## config.mk

```make
export PLATFORM = sky130hd
export DESIGN_NAME = filled_circle_rasterizer
export DESIGN_NICKNAME = d
export VERILOG_FILES = /design/src/fcr_pkg.sv /design/src/filled_circle_rasterizer.sv /design/src/fcr_queue.sv /design/src/fcr_front.sv /design/src/fcr_back.sv
export SDC_FILE = /design/constraint.sdc
export NUM_CORES = 1
export LEC_CHECK = 0
export ABC_AREA = 1
export BUFFER_PORTS_ARGS = -buffer_cell sky130_fd_sc_hd__buf_2
export CORE_AREA = 2 2 196 391
export CTS_CLUSTER_DIAMETER = 40
export DETAILED_ROUTE_END_ITERATION = 10
export DIE_AREA = 0 0 198 393
export MAX_ROUTING_LAYER = met4
export PLACE_DENSITY_LB_ADDON = 0.08
export SYNTH_ARGS = -nofsm -noshare
export SYNTH_HDL_FRONTEND = slang
export SYNTH_SLANG_ARGS = --single-unit
```

## constraint.sdc

```tcl
create_clock -name clk -period 7.1 [get_ports clk]
set_input_delay 0.71 -clock clk [delete_from_list [all_inputs] [get_ports clk]]
set_output_delay 0.71 -clock clk [all_outputs]
set_load 0.02 [all_outputs]
```

## src/fcr_pkg.sv

```systemverilog
`timescale 1ns / 1ps

package fcr_pkg;

	// Field widths of the stream words.
	localparam int COORD_W = 13;
	localparam int RAD_W   = 11;
	localparam int PIX_W   = 14;
	localparam int DIM_W   = 12;
	localparam int COLOR_W = 16;
	localparam int ADDR_W  = 23;

	localparam int IN_TDATA_W  = 40;
	localparam int OUT_TDATA_W = 72;

	// Configuration port.
	localparam int CFG_IDX_W  = 2;
	localparam int CFG_DATA_W = 16;

	localparam logic [CFG_IDX_W-1:0] CFG_SCREEN_WIDTH  = 2'd0;
	localparam logic [CFG_IDX_W-1:0] CFG_SCREEN_HEIGHT = 2'd1;
	localparam logic [CFG_IDX_W-1:0] CFG_DRAW_COLOR    = 2'd2;

	localparam logic [DIM_W-1:0]   RESET_WIDTH  = 12'd1280;
	localparam logic [DIM_W-1:0]   RESET_HEIGHT = 12'd720;
	localparam logic [COLOR_W-1:0] RESET_COLOR  = 16'd0;

	// Command and result kinds.
	localparam logic CMD_START  = 1'b0;
	localparam logic CMD_STEP   = 1'b1;
	localparam logic KIND_PIXEL = 1'b0;
	localparam logic KIND_IDLE  = 1'b1;

	localparam int DEF_MAX_RADIUS = 2047;
	localparam int QUEUE_DEPTH    = 4;

	// Index of the last point emitted for one step.
	localparam logic [2:0] LAST_POINT = 3'd7;

	typedef struct packed {
		logic [DIM_W-1:0]   width;
		logic [DIM_W-1:0]   height;
		logic [COLOR_W-1:0] color;
	} cfg_t;

endpackage

```

## src/filled_circle_rasterizer.sv

```systemverilog
`timescale 1ns / 1ps

// Filled-circle rasterizer. A start word (tuser 0) loads a centre and a radius
// and produces no output; a circle that lies wholly off the screen is dropped.
// Each step word (tuser 1) produces the eight mirrored points of the current
// span position as eight output words, one per cycle while the output is not
// stalled, with tlast on the final point of the circle; a step with no circle
// active produces one idle word. The input side accepts one word per cycle
// while the four-entry job queue has room, so it can take new steps before
// the back end is through with earlier ones. The first word of a step passes
// through the job queue and the coordinate, bounds and output registers of the
// back end. Points off the screen carry on_screen 0 and address 0. Configuration
// must be written by the user only while no results are pending; the block
// itself does not enforce this. cfg_ready is always high.
module filled_circle_rasterizer
	import fcr_pkg::*;
#(
	parameter int MAX_RADIUS = DEF_MAX_RADIUS
) (
	input  logic                   clk,
	input  logic                   arst_n,
	// Configuration writes.
	input  logic                   cfg_valid,
	output logic                   cfg_ready,
	input  logic [CFG_IDX_W-1:0]   cfg_index,
	input  logic [CFG_DATA_W-1:0]  cfg_data,
	// Command stream.
	input  logic                   s_tvalid,
	output logic                   s_tready,
	// center_x [12:0], center_y [25:13], radius [36:26], zero [39:37]
	input  logic [IN_TDATA_W-1:0]  s_tdata,
	// cmd [0]
	input  logic                   s_tuser,
	// Pixel stream.
	output logic                   m_tvalid,
	input  logic                   m_tready,
	// pixel_x [13:0], pixel_y [27:14], on_screen [28], byte_address [51:29],
	// pixel_color [67:52], zero [71:68]
	output logic [OUT_TDATA_W-1:0] m_tdata,
	// kind [0]
	output logic                   m_tuser,
	output logic                   m_tlast
);

	localparam int RW    = $clog2(MAX_RADIUS + 2);
	localparam int JOB_W = 2 + 2 * COORD_W + 2 * RW;

	cfg_t cfg_q;

	logic                      q_full;
	logic                      push;
	logic                      pop;
	logic                      head_valid;
	logic [JOB_W-1:0]          push_data;
	logic [JOB_W-1:0]          head_data;

	logic                      f_idle;
	logic signed [COORD_W-1:0] f_cx;
	logic signed [COORD_W-1:0] f_cy;
	logic [RW-1:0]             f_a;
	logic [RW-1:0]             f_b;
	logic                      f_done;

	logic                      h_idle;
	logic signed [COORD_W-1:0] h_cx;
	logic signed [COORD_W-1:0] h_cy;
	logic [RW-1:0]             h_a;
	logic [RW-1:0]             h_b;
	logic                      h_done;

	logic                      o_kind;
	logic signed [PIX_W-1:0]   o_px;
	logic signed [PIX_W-1:0]   o_py;
	logic                      o_on;
	logic [ADDR_W-1:0]         o_addr;
	logic [COLOR_W-1:0]        o_color;

	// Configuration registers.
	assign cfg_ready = 1'b1;

	always_ff @(posedge clk or negedge arst_n) begin
		if (!arst_n) begin
			cfg_q.width  <= RESET_WIDTH;
			cfg_q.height <= RESET_HEIGHT;
			cfg_q.color  <= RESET_COLOR;
		end else if (cfg_valid) begin
			case (cfg_index)
				CFG_SCREEN_WIDTH: begin
					cfg_q.width <= cfg_data[DIM_W-1:0];
				end
				CFG_SCREEN_HEIGHT: begin
					cfg_q.height <= cfg_data[DIM_W-1:0];
				end
				CFG_DRAW_COLOR: begin
					cfg_q.color <= cfg_data;
				end
				default: begin
				end
			endcase
		end
	end

	fcr_front #(
		.MAX_RADIUS (MAX_RADIUS),
		.RW         (RW)
	) u_front (
		.clk       (clk),
		.arst_n    (arst_n),
		.cfg       (cfg_q),
		.in_valid  (s_tvalid),
		.in_ready  (s_tready),
		.in_cmd    (s_tuser),
		.in_cx     (s_tdata[COORD_W-1:0]),
		.in_cy     (s_tdata[2*COORD_W-1:COORD_W]),
		.in_radius (s_tdata[2*COORD_W+RAD_W-1:2*COORD_W]),
		.q_full    (q_full),
		.job_push  (push),
		.job_idle  (f_idle),
		.job_cx    (f_cx),
		.job_cy    (f_cy),
		.job_a     (f_a),
		.job_b     (f_b),
		.job_done  (f_done)
	);

	assign push_data = {f_idle, f_done, f_cx, f_cy, f_a, f_b};

	fcr_queue #(
		.WIDTH (JOB_W),
		.DEPTH (QUEUE_DEPTH)
	) u_queue (
		.clk        (clk),
		.arst_n     (arst_n),
		.push       (push),
		.push_data  (push_data),
		.full       (q_full),
		.pop        (pop),
		.head_valid (head_valid),
		.head_data  (head_data)
	);

	assign {h_idle, h_done, h_cx, h_cy, h_a, h_b} = head_data;

	fcr_back #(
		.MAX_RADIUS (MAX_RADIUS),
		.RW         (RW)
	) u_back (
		.clk       (clk),
		.arst_n    (arst_n),
		.cfg       (cfg_q),
		.job_valid (head_valid),
		.job_idle  (h_idle),
		.job_cx    (h_cx),
		.job_cy    (h_cy),
		.job_a     (h_a),
		.job_b     (h_b),
		.job_done  (h_done),
		.job_pop   (pop),
		.out_valid (m_tvalid),
		.out_ready (m_tready),
		.out_kind  (o_kind),
		.out_px    (o_px),
		.out_py    (o_py),
		.out_on    (o_on),
		.out_addr  (o_addr),
		.out_color (o_color),
		.out_last  (m_tlast)
	);

	// Output word packing.
	assign m_tuser = o_kind;
	assign m_tdata = {4'b0, o_color, o_addr, o_on, o_py, o_px};

endmodule

```

## src/fcr_queue.sv

```systemverilog
`timescale 1ns / 1ps

module fcr_queue
	import fcr_pkg::*;
#(
	parameter int WIDTH = 8,
	parameter int DEPTH = QUEUE_DEPTH
) (
	input  logic             clk,
	input  logic             arst_n,
	input  logic             push,
	input  logic [WIDTH-1:0] push_data,
	output logic             full,
	input  logic             pop,
	output logic             head_valid,
	output logic [WIDTH-1:0] head_data
);

	localparam int PTR_W = (DEPTH > 1) ? $clog2(DEPTH) : 1;
	localparam int CNT_W = $clog2(DEPTH + 1);

	logic [WIDTH-1:0] entry_q [DEPTH];
	logic [PTR_W-1:0] wr_ptr_q;
	logic [PTR_W-1:0] rd_ptr_q;
	logic [CNT_W-1:0] count_q;

	assign full       = (count_q == CNT_W'(DEPTH));
	assign head_valid = (count_q != '0);
	assign head_data  = entry_q[rd_ptr_q];

	// Entry storage.
	always_ff @(posedge clk) begin
		if (push) begin
			entry_q[wr_ptr_q] <= push_data;
		end
	end

	// Pointers and fill count.
	always_ff @(posedge clk or negedge arst_n) begin
		if (!arst_n) begin
			wr_ptr_q <= '0;
			rd_ptr_q <= '0;
			count_q  <= '0;
		end else begin
			if (push) begin
				wr_ptr_q <= (wr_ptr_q == PTR_W'(DEPTH - 1)) ? '0 : wr_ptr_q + 1'b1;
			end
			if (pop) begin
				rd_ptr_q <= (rd_ptr_q == PTR_W'(DEPTH - 1)) ? '0 : rd_ptr_q + 1'b1;
			end
			if (push && !pop) begin
				count_q <= count_q + 1'b1;
			end else if (pop && !push) begin
				count_q <= count_q - 1'b1;
			end
		end
	end

endmodule

```

## src/fcr_front.sv

```systemverilog
`timescale 1ns / 1ps

module fcr_front
	import fcr_pkg::*;
#(
	parameter int MAX_RADIUS = DEF_MAX_RADIUS,
	parameter int RW = $clog2(MAX_RADIUS + 2)
) (
	input  logic                      clk,
	input  logic                      arst_n,
	input  cfg_t                      cfg,
	input  logic                      in_valid,
	output logic                      in_ready,
	input  logic                      in_cmd,
	input  logic signed [COORD_W-1:0] in_cx,
	input  logic signed [COORD_W-1:0] in_cy,
	input  logic [RAD_W-1:0]          in_radius,
	input  logic                      q_full,
	output logic                      job_push,
	output logic                      job_idle,
	output logic signed [COORD_W-1:0] job_cx,
	output logic signed [COORD_W-1:0] job_cy,
	output logic [RW-1:0]             job_a,
	output logic [RW-1:0]             job_b,
	output logic                      job_done
);

	localparam int DW = RW + 4;
	localparam int SW = COORD_W + 2;
	localparam logic [RAD_W:0] MAX_R = (RAD_W + 1)'(MAX_RADIUS);

	logic                      active_q;
	logic signed [COORD_W-1:0] cx_q;
	logic signed [COORD_W-1:0] cy_q;
	logic [RW-1:0]             x_q;
	logic [RW-1:0]             y_q;
	logic [RW-1:0]             span_q;
	logic signed [DW-1:0]      d_q;

	logic                      accept;
	logic [RW-1:0]             r_sat;
	logic signed [SW-1:0]      cx_w;
	logic signed [SW-1:0]      cy_w;
	logic signed [SW-1:0]      r_w;
	logic signed [SW-1:0]      wid_w;
	logic signed [SW-1:0]      hgt_w;
	logic                      dropped;
	logic [RW-1:0]             span_inc;
	logic [RW-1:0]             x_n;
	logic [RW-1:0]             y_n;
	logic [RW-1:0]             span_n;
	logic signed [DW-1:0]      d_n;
	logic signed [DW-1:0]      x_d;
	logic signed [DW-1:0]      y_d;
	logic                      done;

	assign in_ready = !q_full;
	assign accept   = in_valid && !q_full;

	// Start: saturate the radius and test whether the circle misses the screen.
	always_comb begin
		r_sat   = ({1'b0, in_radius} > MAX_R) ? RW'(MAX_RADIUS) : RW'(in_radius);
		cx_w    = {{(SW - COORD_W){in_cx[COORD_W-1]}}, in_cx};
		cy_w    = {{(SW - COORD_W){in_cy[COORD_W-1]}}, in_cy};
		r_w     = $signed(SW'(r_sat));
		wid_w   = $signed(SW'(cfg.width));
		hgt_w   = $signed(SW'(cfg.height));
		dropped = (cx_w + r_w < 0) || (cx_w - r_w >= wid_w) ||
		          (cy_w + r_w < 0) || (cy_w - r_w >= hgt_w);
	end

	// Step: advance the span, and the midpoint walk when the span passes y.
	always_comb begin
		span_inc = span_q + 1'b1;
		x_d      = $signed(DW'(x_q));
		y_d      = $signed(DW'(y_q));
		x_n      = x_q;
		y_n      = y_q;
		d_n      = d_q;
		span_n   = span_inc;
		if (span_inc > y_q) begin
			if (d_q < 0) begin
				d_n = d_q + (x_d <<< 2) + DW'(6);
			end else begin
				d_n = d_q + ((x_d - y_d) <<< 2) + DW'(10);
				y_n = y_q - 1'b1;
			end
			x_n    = x_q + 1'b1;
			span_n = x_q + 1'b1;
		end
		// A zero radius walks y below zero, which also ends the circle.
		done = (x_n > y_n) || ((y_q == '0) && (y_n != '0));
	end

	// Job handed to the back end for every step command.
	assign job_push = accept && (in_cmd == CMD_STEP);
	assign job_idle = !active_q;
	assign job_cx   = cx_q;
	assign job_cy   = cy_q;
	assign job_a    = x_q;
	assign job_b    = span_q;
	assign job_done = done;

	// Walk state.
	always_ff @(posedge clk or negedge arst_n) begin
		if (!arst_n) begin
			active_q <= 1'b0;
			cx_q     <= '0;
			cy_q     <= '0;
			x_q      <= '0;
			y_q      <= '0;
			span_q   <= '0;
			d_q      <= '0;
		end else if (accept) begin
			if (in_cmd == CMD_START) begin
				active_q <= !dropped;
				if (!dropped) begin
					cx_q   <= in_cx;
					cy_q   <= in_cy;
					x_q    <= '0;
					y_q    <= r_sat;
					span_q <= '0;
					d_q    <= $signed(DW'(3)) - $signed(DW'({r_sat, 1'b0}));
				end
			end else if (active_q) begin
				x_q    <= x_n;
				y_q    <= y_n;
				span_q <= span_n;
				d_q    <= d_n;
				if (done) begin
					active_q <= 1'b0;
				end
			end
		end
	end

endmodule

```

## src/fcr_back.sv

```systemverilog
`timescale 1ns / 1ps

module fcr_back
	import fcr_pkg::*;
#(
	parameter int MAX_RADIUS = DEF_MAX_RADIUS,
	parameter int RW = $clog2(MAX_RADIUS + 2)
) (
	input  logic                      clk,
	input  logic                      arst_n,
	input  cfg_t                      cfg,
	input  logic                      job_valid,
	input  logic                      job_idle,
	input  logic signed [COORD_W-1:0] job_cx,
	input  logic signed [COORD_W-1:0] job_cy,
	input  logic [RW-1:0]             job_a,
	input  logic [RW-1:0]             job_b,
	input  logic                      job_done,
	output logic                      job_pop,
	output logic                      out_valid,
	input  logic                      out_ready,
	output logic                      out_kind,
	output logic signed [PIX_W-1:0]   out_px,
	output logic signed [PIX_W-1:0]   out_py,
	output logic                      out_on,
	output logic [ADDR_W-1:0]         out_addr,
	output logic [COLOR_W-1:0]        out_color,
	output logic                      out_last
);

	localparam int PROD_W = 2 * DIM_W;

	logic                    stall;
	logic                    issue;
	logic [2:0]              k_q;
	logic [RW-1:0]           off_x;
	logic [RW-1:0]           off_y;
	logic signed [PIX_W-1:0] cx_w;
	logic signed [PIX_W-1:0] cy_w;
	logic signed [PIX_W-1:0] px_c;
	logic signed [PIX_W-1:0] py_c;

	// Stage 1: point coordinates.
	logic                    v_s1;
	logic                    kind_s1;
	logic signed [PIX_W-1:0] px_s1;
	logic signed [PIX_W-1:0] py_s1;
	logic [COLOR_W-1:0]      color_s1;
	logic                    last_s1;

	// Stage 2: bounds test and row offset product.
	logic                    v_s2;
	logic                    kind_s2;
	logic signed [PIX_W-1:0] px_s2;
	logic signed [PIX_W-1:0] py_s2;
	logic                    on_s2;
	logic [PROD_W-1:0]       prod_s2;
	logic [COLOR_W-1:0]      color_s2;
	logic                    last_s2;
	logic                    on_c;
	logic [PROD_W:0]         sum_c;

	// Output register.
	logic                    v_q;
	logic                    kind_q;
	logic signed [PIX_W-1:0] px_q;
	logic signed [PIX_W-1:0] py_q;
	logic                    on_q;
	logic [ADDR_W-1:0]       addr_q;
	logic [COLOR_W-1:0]      color_q;
	logic                    last_q;

	assign stall   = v_q && !out_ready;
	assign issue   = job_valid && !stall;
	assign job_pop = issue && (job_idle || (k_q == LAST_POINT));

	// Point index within the current job.
	always_ff @(posedge clk or negedge arst_n) begin
		if (!arst_n) begin
			k_q <= '0;
		end else if (issue) begin
			k_q <= job_pop ? '0 : k_q + 1'b1;
		end
	end

	// Bit 2 swaps the offsets, bit 0 mirrors the column, bit 1 mirrors the row.
	always_comb begin
		off_x = k_q[2] ? job_b : job_a;
		off_y = k_q[2] ? job_a : job_b;
		cx_w  = {{(PIX_W - COORD_W){job_cx[COORD_W-1]}}, job_cx};
		cy_w  = {{(PIX_W - COORD_W){job_cy[COORD_W-1]}}, job_cy};
		px_c  = k_q[0] ? cx_w - $signed(PIX_W'(off_x)) : cx_w + $signed(PIX_W'(off_x));
		py_c  = k_q[1] ? cy_w - $signed(PIX_W'(off_y)) : cy_w + $signed(PIX_W'(off_y));
	end

	always_comb begin
		on_c = (px_s1 >= 0) && (py_s1 >= 0) &&
		       (px_s1 < $signed(PIX_W'(cfg.width))) &&
		       (py_s1 < $signed(PIX_W'(cfg.height)));
		sum_c = {1'b0, prod_s2} + (PROD_W + 1)'(px_s2[DIM_W-1:0]);
	end

	// Valid bits of the pipeline.
	always_ff @(posedge clk or negedge arst_n) begin
		if (!arst_n) begin
			v_s1 <= 1'b0;
			v_s2 <= 1'b0;
			v_q  <= 1'b0;
		end else if (!stall) begin
			v_s1 <= issue;
			v_s2 <= v_s1;
			v_q  <= v_s2;
		end
	end

	// Payload of the pipeline; an idle job carries zeros throughout.
	always_ff @(posedge clk) begin
		if (!stall) begin
			kind_s1  <= job_idle ? KIND_IDLE : KIND_PIXEL;
			px_s1    <= job_idle ? '0 : px_c;
			py_s1    <= job_idle ? '0 : py_c;
			color_s1 <= job_idle ? '0 : cfg.color;
			last_s1  <= !job_idle && job_done && (k_q == LAST_POINT);

			kind_s2  <= kind_s1;
			px_s2    <= px_s1;
			py_s2    <= py_s1;
			on_s2    <= (kind_s1 == KIND_PIXEL) && on_c;
			prod_s2  <= py_s1[DIM_W-1:0] * cfg.width;
			color_s2 <= color_s1;
			last_s2  <= last_s1;

			kind_q   <= kind_s2;
			px_q     <= px_s2;
			py_q     <= py_s2;
			on_q     <= on_s2;
			addr_q   <= on_s2 ? {sum_c[ADDR_W-2:0], 1'b0} : '0;
			color_q  <= color_s2;
			last_q   <= last_s2;
		end
	end

	assign out_valid = v_q;
	assign out_kind  = kind_q;
	assign out_px    = px_q;
	assign out_py    = py_q;
	assign out_on    = on_q;
	assign out_addr  = addr_q;
	assign out_color = color_q;
	assign out_last  = last_q;

`ifndef SYNTHESIS
	// An idle word carries no point at all.
	a_idle_zero: assert property (@(posedge clk) disable iff (!arst_n)
		(v_q && kind_q == KIND_IDLE) |->
		(px_q == '0 && py_q == '0 && !on_q && addr_q == '0 && color_q == '0 && !last_q))
		else $error("idle word carries point data");

	// A point off the screen never gets an address.
	a_off_addr: assert property (@(posedge clk) disable iff (!arst_n)
		(v_q && !on_q) |-> (addr_q == '0))
		else $error("off-screen point has an address");

	// The point index only runs while a pixel job is at the head.
	a_index_job: assert property (@(posedge clk) disable iff (!arst_n)
		(k_q != '0) |-> (job_valid && !job_idle))
		else $error("point index runs without a pixel job");

	// The index returns to zero after the eighth point of a job.
	a_index_wrap: assert property (@(posedge clk) disable iff (!arst_n)
		(issue && k_q == LAST_POINT) |=> (k_q == '0))
		else $error("point index did not wrap");
`endif

endmodule
```

==> flow_summary_export.csv, run 1 <==
group,metric,value,unit
logic_synthesis,synth_area_per_cell,9.06,sq um
logic_synthesis,synth_edf_count,392,
critical_path,cp.required,7.51,ns
clock_network,postCtsSetupBuffers,0,
route,drc,0,
logic_synthesis,synth_area_leaders,"edfxtp_1 (35%), ha_1 (11%), nand2_1 (9.8%), dfrtp_1 (9.4%), fa_1 (6.5%)",
clock_network,cts_sinks,523,
placement,place_congestion,0.924,
critical_path,worstSetupPathType,"reg2reg",
sta,max_slew.worst_pin.slew,1.02,ns
die,initial_core_util,44.7,%
sta,timing.final.hold_violations,0,
logic_synthesis,async_reset_ff_share,25.0,%
layout,drive_above_1_share,8.53,%
worst_hold_path,hp-class,"in2async",
die,rows,142,
clock_network,htreeDepth,2,
layout,layout_commonest_cell,"nand2_1",
sta,maxSlewViolCount,0,
logic_synthesis,synth_top_area_cell,"edfxtp_1",
clock_network,cts_buffers,59,
sta,fin_skew,0.0295,ns
die,die-area,77800,sq um
sta,rsz0062_at_grt,"no",
sta,final.min_clock_period,5.64,ns
route,num_vias,25308,
clock_network,post_cts_resize_count,0,
critical_path,cp.arrival,6.05,ns
critical_path,crit_chain,"nand2_1 -> inv_1 -> fa_1 -> inv_1 -> fa_1 -> inv_1 -> fa_1 -> fa_1 -> inv_1 -> fa_1 -> inv_1 -> ha_1 -> nand2_1 -> inv_1 -> nand3_1 -> o211ai_1 -> a21oi_1 -> o21ai_0 -> nand2_1 -> nand4_1 -> nand2_1",
clock_network,clock_tree.buffer_depth,3,
placement,io_buffers,131,
route,viasPerCell,5.21,
grt,gr-usage-all-layers,26.6,%
critical_path,critPathSlowestCell,"edfxtp_1",
route,drt-total-wl,98000,um
logic_synthesis,ys_seq_area_share,45.0,%
sta,fmax,0.177,GHz
layout,nets,4250,
clock_network,cts_tree,"yes",
critical_path,worst_setup_path_end_kind,"flop",
grt,antenna_found_initial,7,
logic_synthesis,synth_top_area_share,35.2,%
die,num_io_pins,141,
sta,setup_violations,0,
sta,timing.slew.headroom,31.6,%
logic_synthesis,yosysWarningCount,0,
route,drt_iter0_drc,1358,
logic_synthesis,syn_inst,3690,
clock_network,cts_hold_buf,0,
run,maxCapViolations,0,
logic_synthesis,synthDistinctLibCells,63,
clock_network,clockRootBuffer,"clkbuf_16",
route,dr.pass1.iters,5,
die,die_h,393,um
critical_path,path_common_cell,"inv_1",
grt,grt_max_degree,109,
grt,grt_pass1_wl,149000,um
outcome,outcome,"finished, final reports clean",
grt,grt-ovfl-total,0,
logic_synthesis,syn-cell-area,33400,sq um
logic_synthesis,synth_seq_cells,523,
route,wl_per_cell,20.2,um
die,coreArea,74800,sq um
clock_network,clk_latency,0.65,ns
critical_path,worstSetupStartpointType,"flop",
sta,setup_tns,0,ns
logic_synthesis,synth_ff_type,"edfxtp_1",
critical_path,crit_fanout,14,
clock_network,path_clk_slew,0.07,ns
critical_path,critPathMaxStageDelay,0.71,ns
placement,dp_hpwl,74700,um
layout,area_growth,11.1,%
layout,final_cell_mix,"nand2_1 (872), inv_1 (516), edfxtp_1 (392), ha_1 (282), nor2_1 (251)",
grt,grt_pass1_vias,25608,
sta,fin_crit_sh,79.4,%
route,antenna_left,0,
die,die_w,198,um
-- critical path: cells and delay by family (launching register included) --
kind | cells | cell delay (ns)
adder cells (fa/ha/maj) | 6 | 2.91
flip-flops | 1 | 0.71
AO/OA/AOI/OAI | 3 | 0.82
AND/OR/NAND/NOR | 6 | 0.62
buffers and inverters | 6 | 0.32
-- synthesized netlist by cell type, drive strengths merged (24+ instances only) --
library cell  instances
nand2               875
inv                 525
edfxtp              392
o21ai               288
ha                  282
nor2                263
a21oi               206
nand3               182
dfrtp               125
fa                  108
clkbuf               69
xor2                 69
buf                  59
nand4                39
xnor2                32
nor3                 30
o22ai                24
-- registers in the layout, indices dropped and copies added (netlist names), 3 cells and up --
name and cells:
cfg_q 40, u_back.color_s1 16, u_back.color_s2 16, u_back.k_q 3
u_back.out_addr 22, u_back.out_color 16, u_back.out_px 14, u_back.out_py 14
u_back.prod_s2 22, u_back.px_s1 14, u_back.px_s2 14, u_back.py_s1 14
u_back.py_s2 14, u_front.d_q 15, u_front.job_a 12, u_front.job_b 12
u_front.job_cx 13, u_front.job_cy 13, u_front.y_q 12, u_queue.count_q 3
u_queue.entry_q 208
-- path summary, 6_finish.rpt --
kind | from | slack, ns | endpoint | cells after the start
setup reg to reg | u_back.py_s1[4] | 1.46 | u_back.prod_s2[20] | 21
hold / removal | arst_n | 0.07 | u_queue.wr_ptr_q[1] | 1
min in group clk | cfg_data[12] | 0.34 | cfg_q[12] | 3
setup / recovery | u_back.py_s1[4] | 1.46 | u_back.prod_s2[20] | 21
hold reg to reg | u_back.px_s2[13] | 0.41 | u_back.out_px[13] | 0
max in group asynchronous | arst_n | 5.82 | cfg_q[2] | 2
-- stage by stage --
stage          utilization [%]  hold slack (ns)  instance area, sq um  setup WS (ns)  cells
2_1_floorplan                -            0.400                 33500           1.86   3694
3_3_place_gp              46.9            0.401                 35100           1.42   4743
3_5_place_dp              46.9            0.405                 35100           1.46   4743
4_1_cts                   49.7           0.0731                 37200           1.43   4854
5_1_grt                   49.7            0.105                 37200           1.13   4859
6_report                  49.7           0.0683                 37200           1.46   4861
-- routing by layer --
layer | global-route usage, % | vias up | wire [um]
met5 | - | - | 0
met4 | 18.4 | 0 | 8120
met3 | 2.89 | 292 | 3170
met2 | 51.3 | 605 | 54300
met1 | 23.9 | 11963 | 32300
li1 | - | 12448 | -
-- cells by family after synthesis --
family | after synthesis | synth area share (%)
AO/OA/AOI/OAI | 613 | 10.2
XOR/XNOR | 101 | 2.64
adder cells (fa/ha/maj) | 390 | 17.0
buffers and inverters | 656 | 7.87
flip-flops | 523 | 45.0
other | 2 | 0.0225
AND/OR/NAND/NOR | 1405 | 17.2
-- final cells by class --
| cell class | instances | area (sq um) |
|---|---|---|
| fill | 7127 | 37600 |
| clock inverter | 45 | 557 |
| multi-input combinational | 2515 | 15800 |
| tap | 1008 | 1260 |
| antenna | 7 | 17.5 |
| clock buffer | 66 | 1530 |
| sequential | 523 | 15100 |
| inverter | 528 | 1990 |
| timing repair buffer | 169 | 947 |
Power of run 1 is not shown: default switching activity piles up to over one toggle a cycle in this logic, so the estimate is an artifact.
==> run 2, diff against run 1 <==
==> constraint.sdc (replaced) <==
create_clock -name clk -period 4.8 [get_ports clk]
set_input_delay 0.48 -clock clk [delete_from_list [all_inputs] [get_ports clk]]
set_output_delay 0.48 -clock clk [all_outputs]
set_load 0.02 [all_outputs]
==> run 2 against run 1 <==
Effect of this change: the flow now finishes with violations (negative setup slack); fmax rose by 16%; clock skew decreased by 0.0070 ns; via count increased by 2.3%; setup slack got worse by 1.5 ns; count of clock-buffer cells in the layout increased by 1; critical path depth up 1.
==> flow_summary_export.csv, run 2 (synthesis gave the netlist of run 1 again) <==
group,metric,value,unit
sta,setup_tns,-0.242,ns
layout,largest_reg_flops,208,
clock_network,clockRootBuffer,"clkbuf_16",
route,num_vias,25884,
sta,maxSlewViolCount,0,
layout,nets,4422,
layout,area_growth,16.4,%
die,rows,142,
clock_network,clk_latency,0.65,ns
critical_path,worst_setup_path_end_kind,"flop",
placement,dp_hpwl,78800,um
clock_network,path_clk_slew,0.07,ns
sta,timing.final.hold_violations,0,
layout,biggestRegsByFlops,"u_queue.entry_q x208, cfg_q x40",
grt,grt_max_degree,83,
sta,fmax,0.205,GHz
die,die-area,77800,sq um
layout,layout.core_utilization,52.0,%
route,wl_per_cell,20.1,um
clock_network,htreeDepth,2,
grt,grt-ovfl-total,0,
placement,io_buffers,131,
outcome,outcome,"finished, violations left",
route,drt-total-wl,101000,um
die,num_io_pins,141,
die,initial_core_util,44.7,%
sta,setup_violations,5,
clock_network,cts_buffers,58,
sta,rsz0062_at_grt,"yes",
sta,final.min_clock_period,4.87,ns
grt,gr-usage-all-layers,27.3,%
layout,largest-register,"u_queue.entry_q",
route,antenna_left,0,
grt,grt_pass1_vias,26415,
sta,setup_ws,-0.0700,ns
clock_network,clock_tree.buffer_depth,3,
route,dr.pass1.iters,5,
die,coreArea,74800,sq um
critical_path,cp.required,5.20,ns
critical_path,crit_fanout,7,
placement,place_ws,-0.332,ns
route,drc,0,
critical_path,worstSetupPathType,"reg2reg",
clock_network,cts_sinks,523,
sta,fin_crit_sh,101,%
grt,antenna_found_initial,4,
die,die_h,393,um
worst_hold_path,hp-class,"in2reg",
run,maxCapViolations,0,
sta,max_slew.worst_pin.slew,1.04,ns
route,viasPerCell,5.15,
die,die_w,198,um
outcome,violations,"negative setup slack",
grt,grt_pass1_wl,152000,um
layout,final_cell_mix,"nand2_1 (858), inv_1 (502), edfxtp_1 (392), ha_1 (269), nor2_1 (240)",
critical_path,critPathMaxStageDelay,0.56,ns
layout,drive_above_1_share,14.5,%
placement,place_congestion,0.952,
sta,fin_skew,0.0225,ns
route,drt_iter0_drc,1203,
critical_path,worstSetupStartpointType,"flop",
critical_path,crit_chain,"nand2_2 -> inv_2 -> fa_1 -> inv_2 -> fa_1 -> inv_2 -> fa_1 -> fa_1 -> inv_1 -> fa_1 -> inv_2 -> ha_4 -> nand2_2 -> inv_2 -> nand3_2 -> o211ai_1 -> buf_4 -> a21oi_4 -> o21ai_4 -> nand2_2 -> nand4_1 -> nand2_1",
critical_path,cp.arrival,5.27,ns
clock_network,cts_tree,"yes",
sta,timing.slew.headroom,30.3,%
layout,layout_commonest_cell,"nand2_1",
critical_path,critPathSlowestCell,"edfxtp_1",
==> run 2: cell count changes in the layout (fill, tap and decap cells not counted), sizes merged <==
cell	delta
buf	+172
inv	-7
clkinv	+5
bufinv	-2
diode	-2
clkbuf	+1
clkinvlp	+1
dlygate4sd3	+1
==> run 2: worst paths after layout <==
kind	slack, ns	start	depth (start not counted)	end
max reg2reg	-0.07	u_back.py_s1[3]	22	u_back.prod_s2[18]
max	-0.07	u_back.py_s1[3]	22	u_back.prod_s2[18]
min in group asynchronous	0.39	arst_n	2	u_queue.wr_ptr_q[0]
min	0.09	cfg_data[12]	3	cfg_q[12]
max in group asynchronous	3.23	arst_n	3	cfg_q[23]
min reg2reg	0.42	u_back.color_s1[7]	0	u_back.color_s2[7]
==> run 2: through the flow <==
stage                     instance area [sq um]  instances  hold slack, ns
after floorplan                           33600       3694           0.184
after global placement                    36200       4880           0.400
after detailed placement                  36200       4880           0.405
after CTS                                 38600       5019          0.0545
after global routing                      38900       5029          0.0938
final                                     38900       5030          0.0896
==> run 2: area by class of cell <==
class	count	area, sq um
multi-input cells	2515	16200
well taps	1008	1260
clock buffers	67	1500
inverters	528	1990
clock inverters	42	488
diodes	5	12.5
fillers	6997	35900
repair buffers	342	2400
flip-flops and latches	523	15100
==> run 2: critical path, delay by kind of cell (launching register included) <==
family          cells  cell delay, ns
fa+ha+maj           6            2.74
flops               1            0.56
compound gates      3            0.45
buf+inv             7            0.44
simple gates        6            0.42
==> run 2: timing repair <==
action | in CTS | in global routing
buffers inserted | 30 | 8
gates resized for setup | 51 | 60
hold buffers | 1 | 0
setup endpoints to repair | 11 | 19
hold endpoints to repair | 78 | 0
pin swaps | 36 | 27
==> run 2: layer usage <==
metal / global-route usage (%) / vias to the layer above / part of all wire [%]
li1: - / 12783 / -
met1: 23.3 / 12188 / 32
met2: 51.4 / 577 / 54
met3: 2.92 / 336 / 2.8
met4: 24.8 / 0 / 11
met5: - / - / 0
Power of run 2 is left out for the same reason.
==> run 3, diff against run 2 <==
--- a/config.mk
+++ b/config.mk
@@ -5,12 +5,11 @@
 export SDC_FILE = /design/constraint.sdc
 export NUM_CORES = 1
 export LEC_CHECK = 0
-export ABC_AREA = 1
 export BUFFER_PORTS_ARGS = -buffer_cell sky130_fd_sc_hd__buf_2
-export CORE_AREA = 2 2 196 391
+export CORE_AREA = 2 2 192 382
 export CTS_CLUSTER_DIAMETER = 40
 export DETAILED_ROUTE_END_ITERATION = 10
-export DIE_AREA = 0 0 198 393
+export DIE_AREA = 0 0 194 384
 export MAX_ROUTING_LAYER = met4
 export PLACE_DENSITY_LB_ADDON = 0.08
 export SYNTH_ARGS = -nofsm -noshare
==> run 3 against run 2 <==
Effect of this change: the run still ends with negative setup slack left; sequential cell count is the same; non-clock buffer count is 58 higher; critical path depth down 5; fmax fell by 6.1%; worst hold slack got worse by 0.036 ns; routed wire length fell by 6.2%; synthesized cell count is 28% lower; critical path type unchanged.
==> flow_summary_export.csv, run 3 <==
group,metric,value,unit
logic_synthesis,synth_commonest_cells,"edfxtp_1 (392), ha_1 (282), inv_1 (258)",
logic_synthesis,syn_inst,2675,
grt,grt_max_degree,79,
grt,antenna_found_initial,13,
outcome,violations,"negative setup slack",
placement,place_ws,-0.592,ns
logic_synthesis,yosysWarningCount,0,
sta,fmax,0.193,GHz
layout,largest_reg_flops,208,
sta,maxSlewViolCount,0,
route,drc,0,
critical_path,cp_num_buf_inv,3,
die,initial_core_util,44.5,%
die,coreArea,71700,sq um
clock_network,path_clk_slew,0.07,ns
layout,area_growth,19.6,%
sta,final.min_clock_period,5.18,ns
die,rows,139,
die,num_io_pins,141,
grt,globalRouteMet2Util,50.7,%
logic_synthesis,syn-cell-area,31900,sq um
critical_path,crit_chain,"buf_4 -> and2_4 -> fa_1 -> fa_1 -> fa_1 -> fa_1 -> inv_2 -> fa_1 -> inv_2 -> ha_4 -> nand3_2 -> nand2_1 -> a41o_1 -> o41a_1 -> a211o_1 -> a21oi_2 -> xnor2_1",
logic_synthesis,synth_area_leaders,"edfxtp_1 (37%), ha_1 (11%), dfrtp_1 (9.8%), fa_1 (6.8%), mux4_2 (3.7%)",
sta,timing.final.hold_violations,0,
logic_synthesis,synth_top_area_share,36.9,%
sta,fin_crit_sh,108,%
critical_path,cp.arrival,5.57,ns
placement,io_buffers,131,
grt,grt_pass1_vias,23317,
sta,rsz0062_at_grt,"yes",
sta,fin_skew,0.0251,ns
die,die-area,74500,sq um
layout,layout.core_utilization,53.2,%
placement,place_congestion,0.905,
grt,use_met3,3.19,%
critical_path,cp.required,5.19,ns
sta,max_slew.worst_pin.slew,1.17,ns
critical_path,critPathSlowestCell,"fa_1",
layout,nets,3500,
layout,drive_above_1_share,23.8,%
critical_path,ff2ff_path_depth,17,
critical_path,worstSetupPathDepth,17,
layout,fillCellCount,6347,
clock_network,clk_latency,0.66,ns
critical_path,worstSetupStartpointType,"flop",
grt,grt_pass1_wl,142000,um
layout,fin_area,38100,sq um
run,maxCapViolations,0,
route,antenna_left,0,
grt,globalRouteMet1Util,23.5,%
outcome,outcome,"finished, violations left",
clock_network,cts_tree,"yes",
layout,biggestRegsByFlops,"u_queue.entry_q x208, cfg_q x40",
route,drt-total-wl,94700,um
logic_synthesis,async_reset_ff_share,25.0,%
route,dr.pass1.iters,5,
critical_path,path_common_cell,"fa_1",
clock_network,htreeDepth,2,
sta,setup_violations,12,
sta,setup_ws,-0.384,ns
logic_synthesis,synth_ff_type,"edfxtp_1",
critical_path,crit_fanout,4,
placement,placed_area,35200,sq um
logic_synthesis,synth_edf_count,392,
grt,grt-ovfl-total,0,
logic_synthesis,synthDistinctLibCells,82,
route,wl_per_cell,23.6,um
clock_network,cts_buffers,56,
critical_path,critical-path-top-delay-family,"adder cells",
layout,largest-register,"u_queue.entry_q",
die,die_h,384,um
layout,layout_commonest_cell,"edfxtp_1",
logic_synthesis,ys_seq_area_share,47.2,%
layout,ff_latch_area,15100,sq um
route,num_vias,21676,
critical_path,rrSetupSlack,-0.38,ns
grt,gr-usage-all-layers,26.5,%
critical_path,worstSetupPathType,"reg2reg",
route,drt_iter0_drc,886,
sta,setup_tns,-2.04,ns
critical_path,critPathMaxStageDelay,0.59,ns
grt,top_usage_layer,"met2",
die,die_w,194,um
clock_network,cts_sinks,523,
worst_hold_path,hp-class,"in2reg",
critical_path,worst_setup_path_end_kind,"flop",
clock_network,clock_tree.buffer_depth,3,
logic_synthesis,synth_area_per_cell,11.9,sq um
worst_hold_path,min_path_cells,2,
sta,timing.slew.headroom,21.1,%
logic_synthesis,yosysMostFrequentCell,"edfxtp_1",
layout,final_cell_mix,"edfxtp_1 (392), ha_1 (263), buf_4 (243), inv_1 (238), nand2_1 (196)",
route,viasPerCell,5.39,
logic_synthesis,synth_seq_cells,523,
layout,multi_input_area,16100,sq um
placement,dp_hpwl,75300,um
clock_network,clockRootBuffer,"clkbuf_16",
logic_synthesis,synth_top_area_cell,"edfxtp_1",
## run 3: cell families (layout without fill, tap and decap cells)
| logic type | after synthesis | after routing | share of synthesized area, % |
|---|---|---|---|
| and+or+nand+nor | 651 | 651 | 10.0 |
| DFF | 523 | 523 | 47.2 |
| AOI/OAI and AO/OA | 438 | 438 | 8.85 |
| adders and majority gates | 390 | 390 | 17.8 |
| buffers and inverters | 350 | 765 | 4.32 |
| xor gates and xnor gates | 177 | 177 | 4.91 |
| muxes | 144 | 144 | 6.81 |
| other | 2 | 17 | 0.0236 |
## run 3: area by class of cell
type	count	area share, %
well taps	916	3.01
repair buffers	400	7.46
flip-flops and latches	523	39.5
inverters	259	2.56
diodes	11	0.0722
clock buffers	59	3.73
multi-input cells	1806	42.2
clock inverters	47	1.43
## run 3: final timing paths
kind	start	endpoint
setup / recovery	u_back.py_s1[6]	u_back.prod_s2[21]
hold / removal	cfg_data[15]	cfg_q[15]
setup reg to reg	u_back.py_s1[6]	u_back.prod_s2[21]
hold reg to reg	u_back.color_s1[11]	u_back.color_s2[11]
max in group asynchronous	arst_n	cfg_q[38]
min in group asynchronous	arst_n	u_queue.wr_ptr_q[1]
## run 3: stage by stage
stage                     instances  hold slack, ns
after floorplan                2679           0.184
after global placement         3862           0.401
after detailed placement       3862           0.405
after CTS                      3999          0.0171
after global routing           4021          0.0468
final                          4021          0.0541
## run 3: layer usage
| layer | part of all wire [%] | vias to the layer above |
|---|---|---|
| li1 | - | 10248 |
| met5 | 0 | - |
| met2 | 56 | 456 |
| met1 | 32 | 10723 |
| met4 | 9.3 | 0 |
| met3 | 3.0 | 249 |
## run 3: what timing repair did
action	in CTS	in global routing
setup buffers	31	13
endpoints found under the setup margin	15	20
hold buffers	1	0
pin swaps	59	44
gates resized for setup	54	76
cloned	0	1
endpoints found under the hold margin	75	0
Power of run 3 is left out for the same reason.
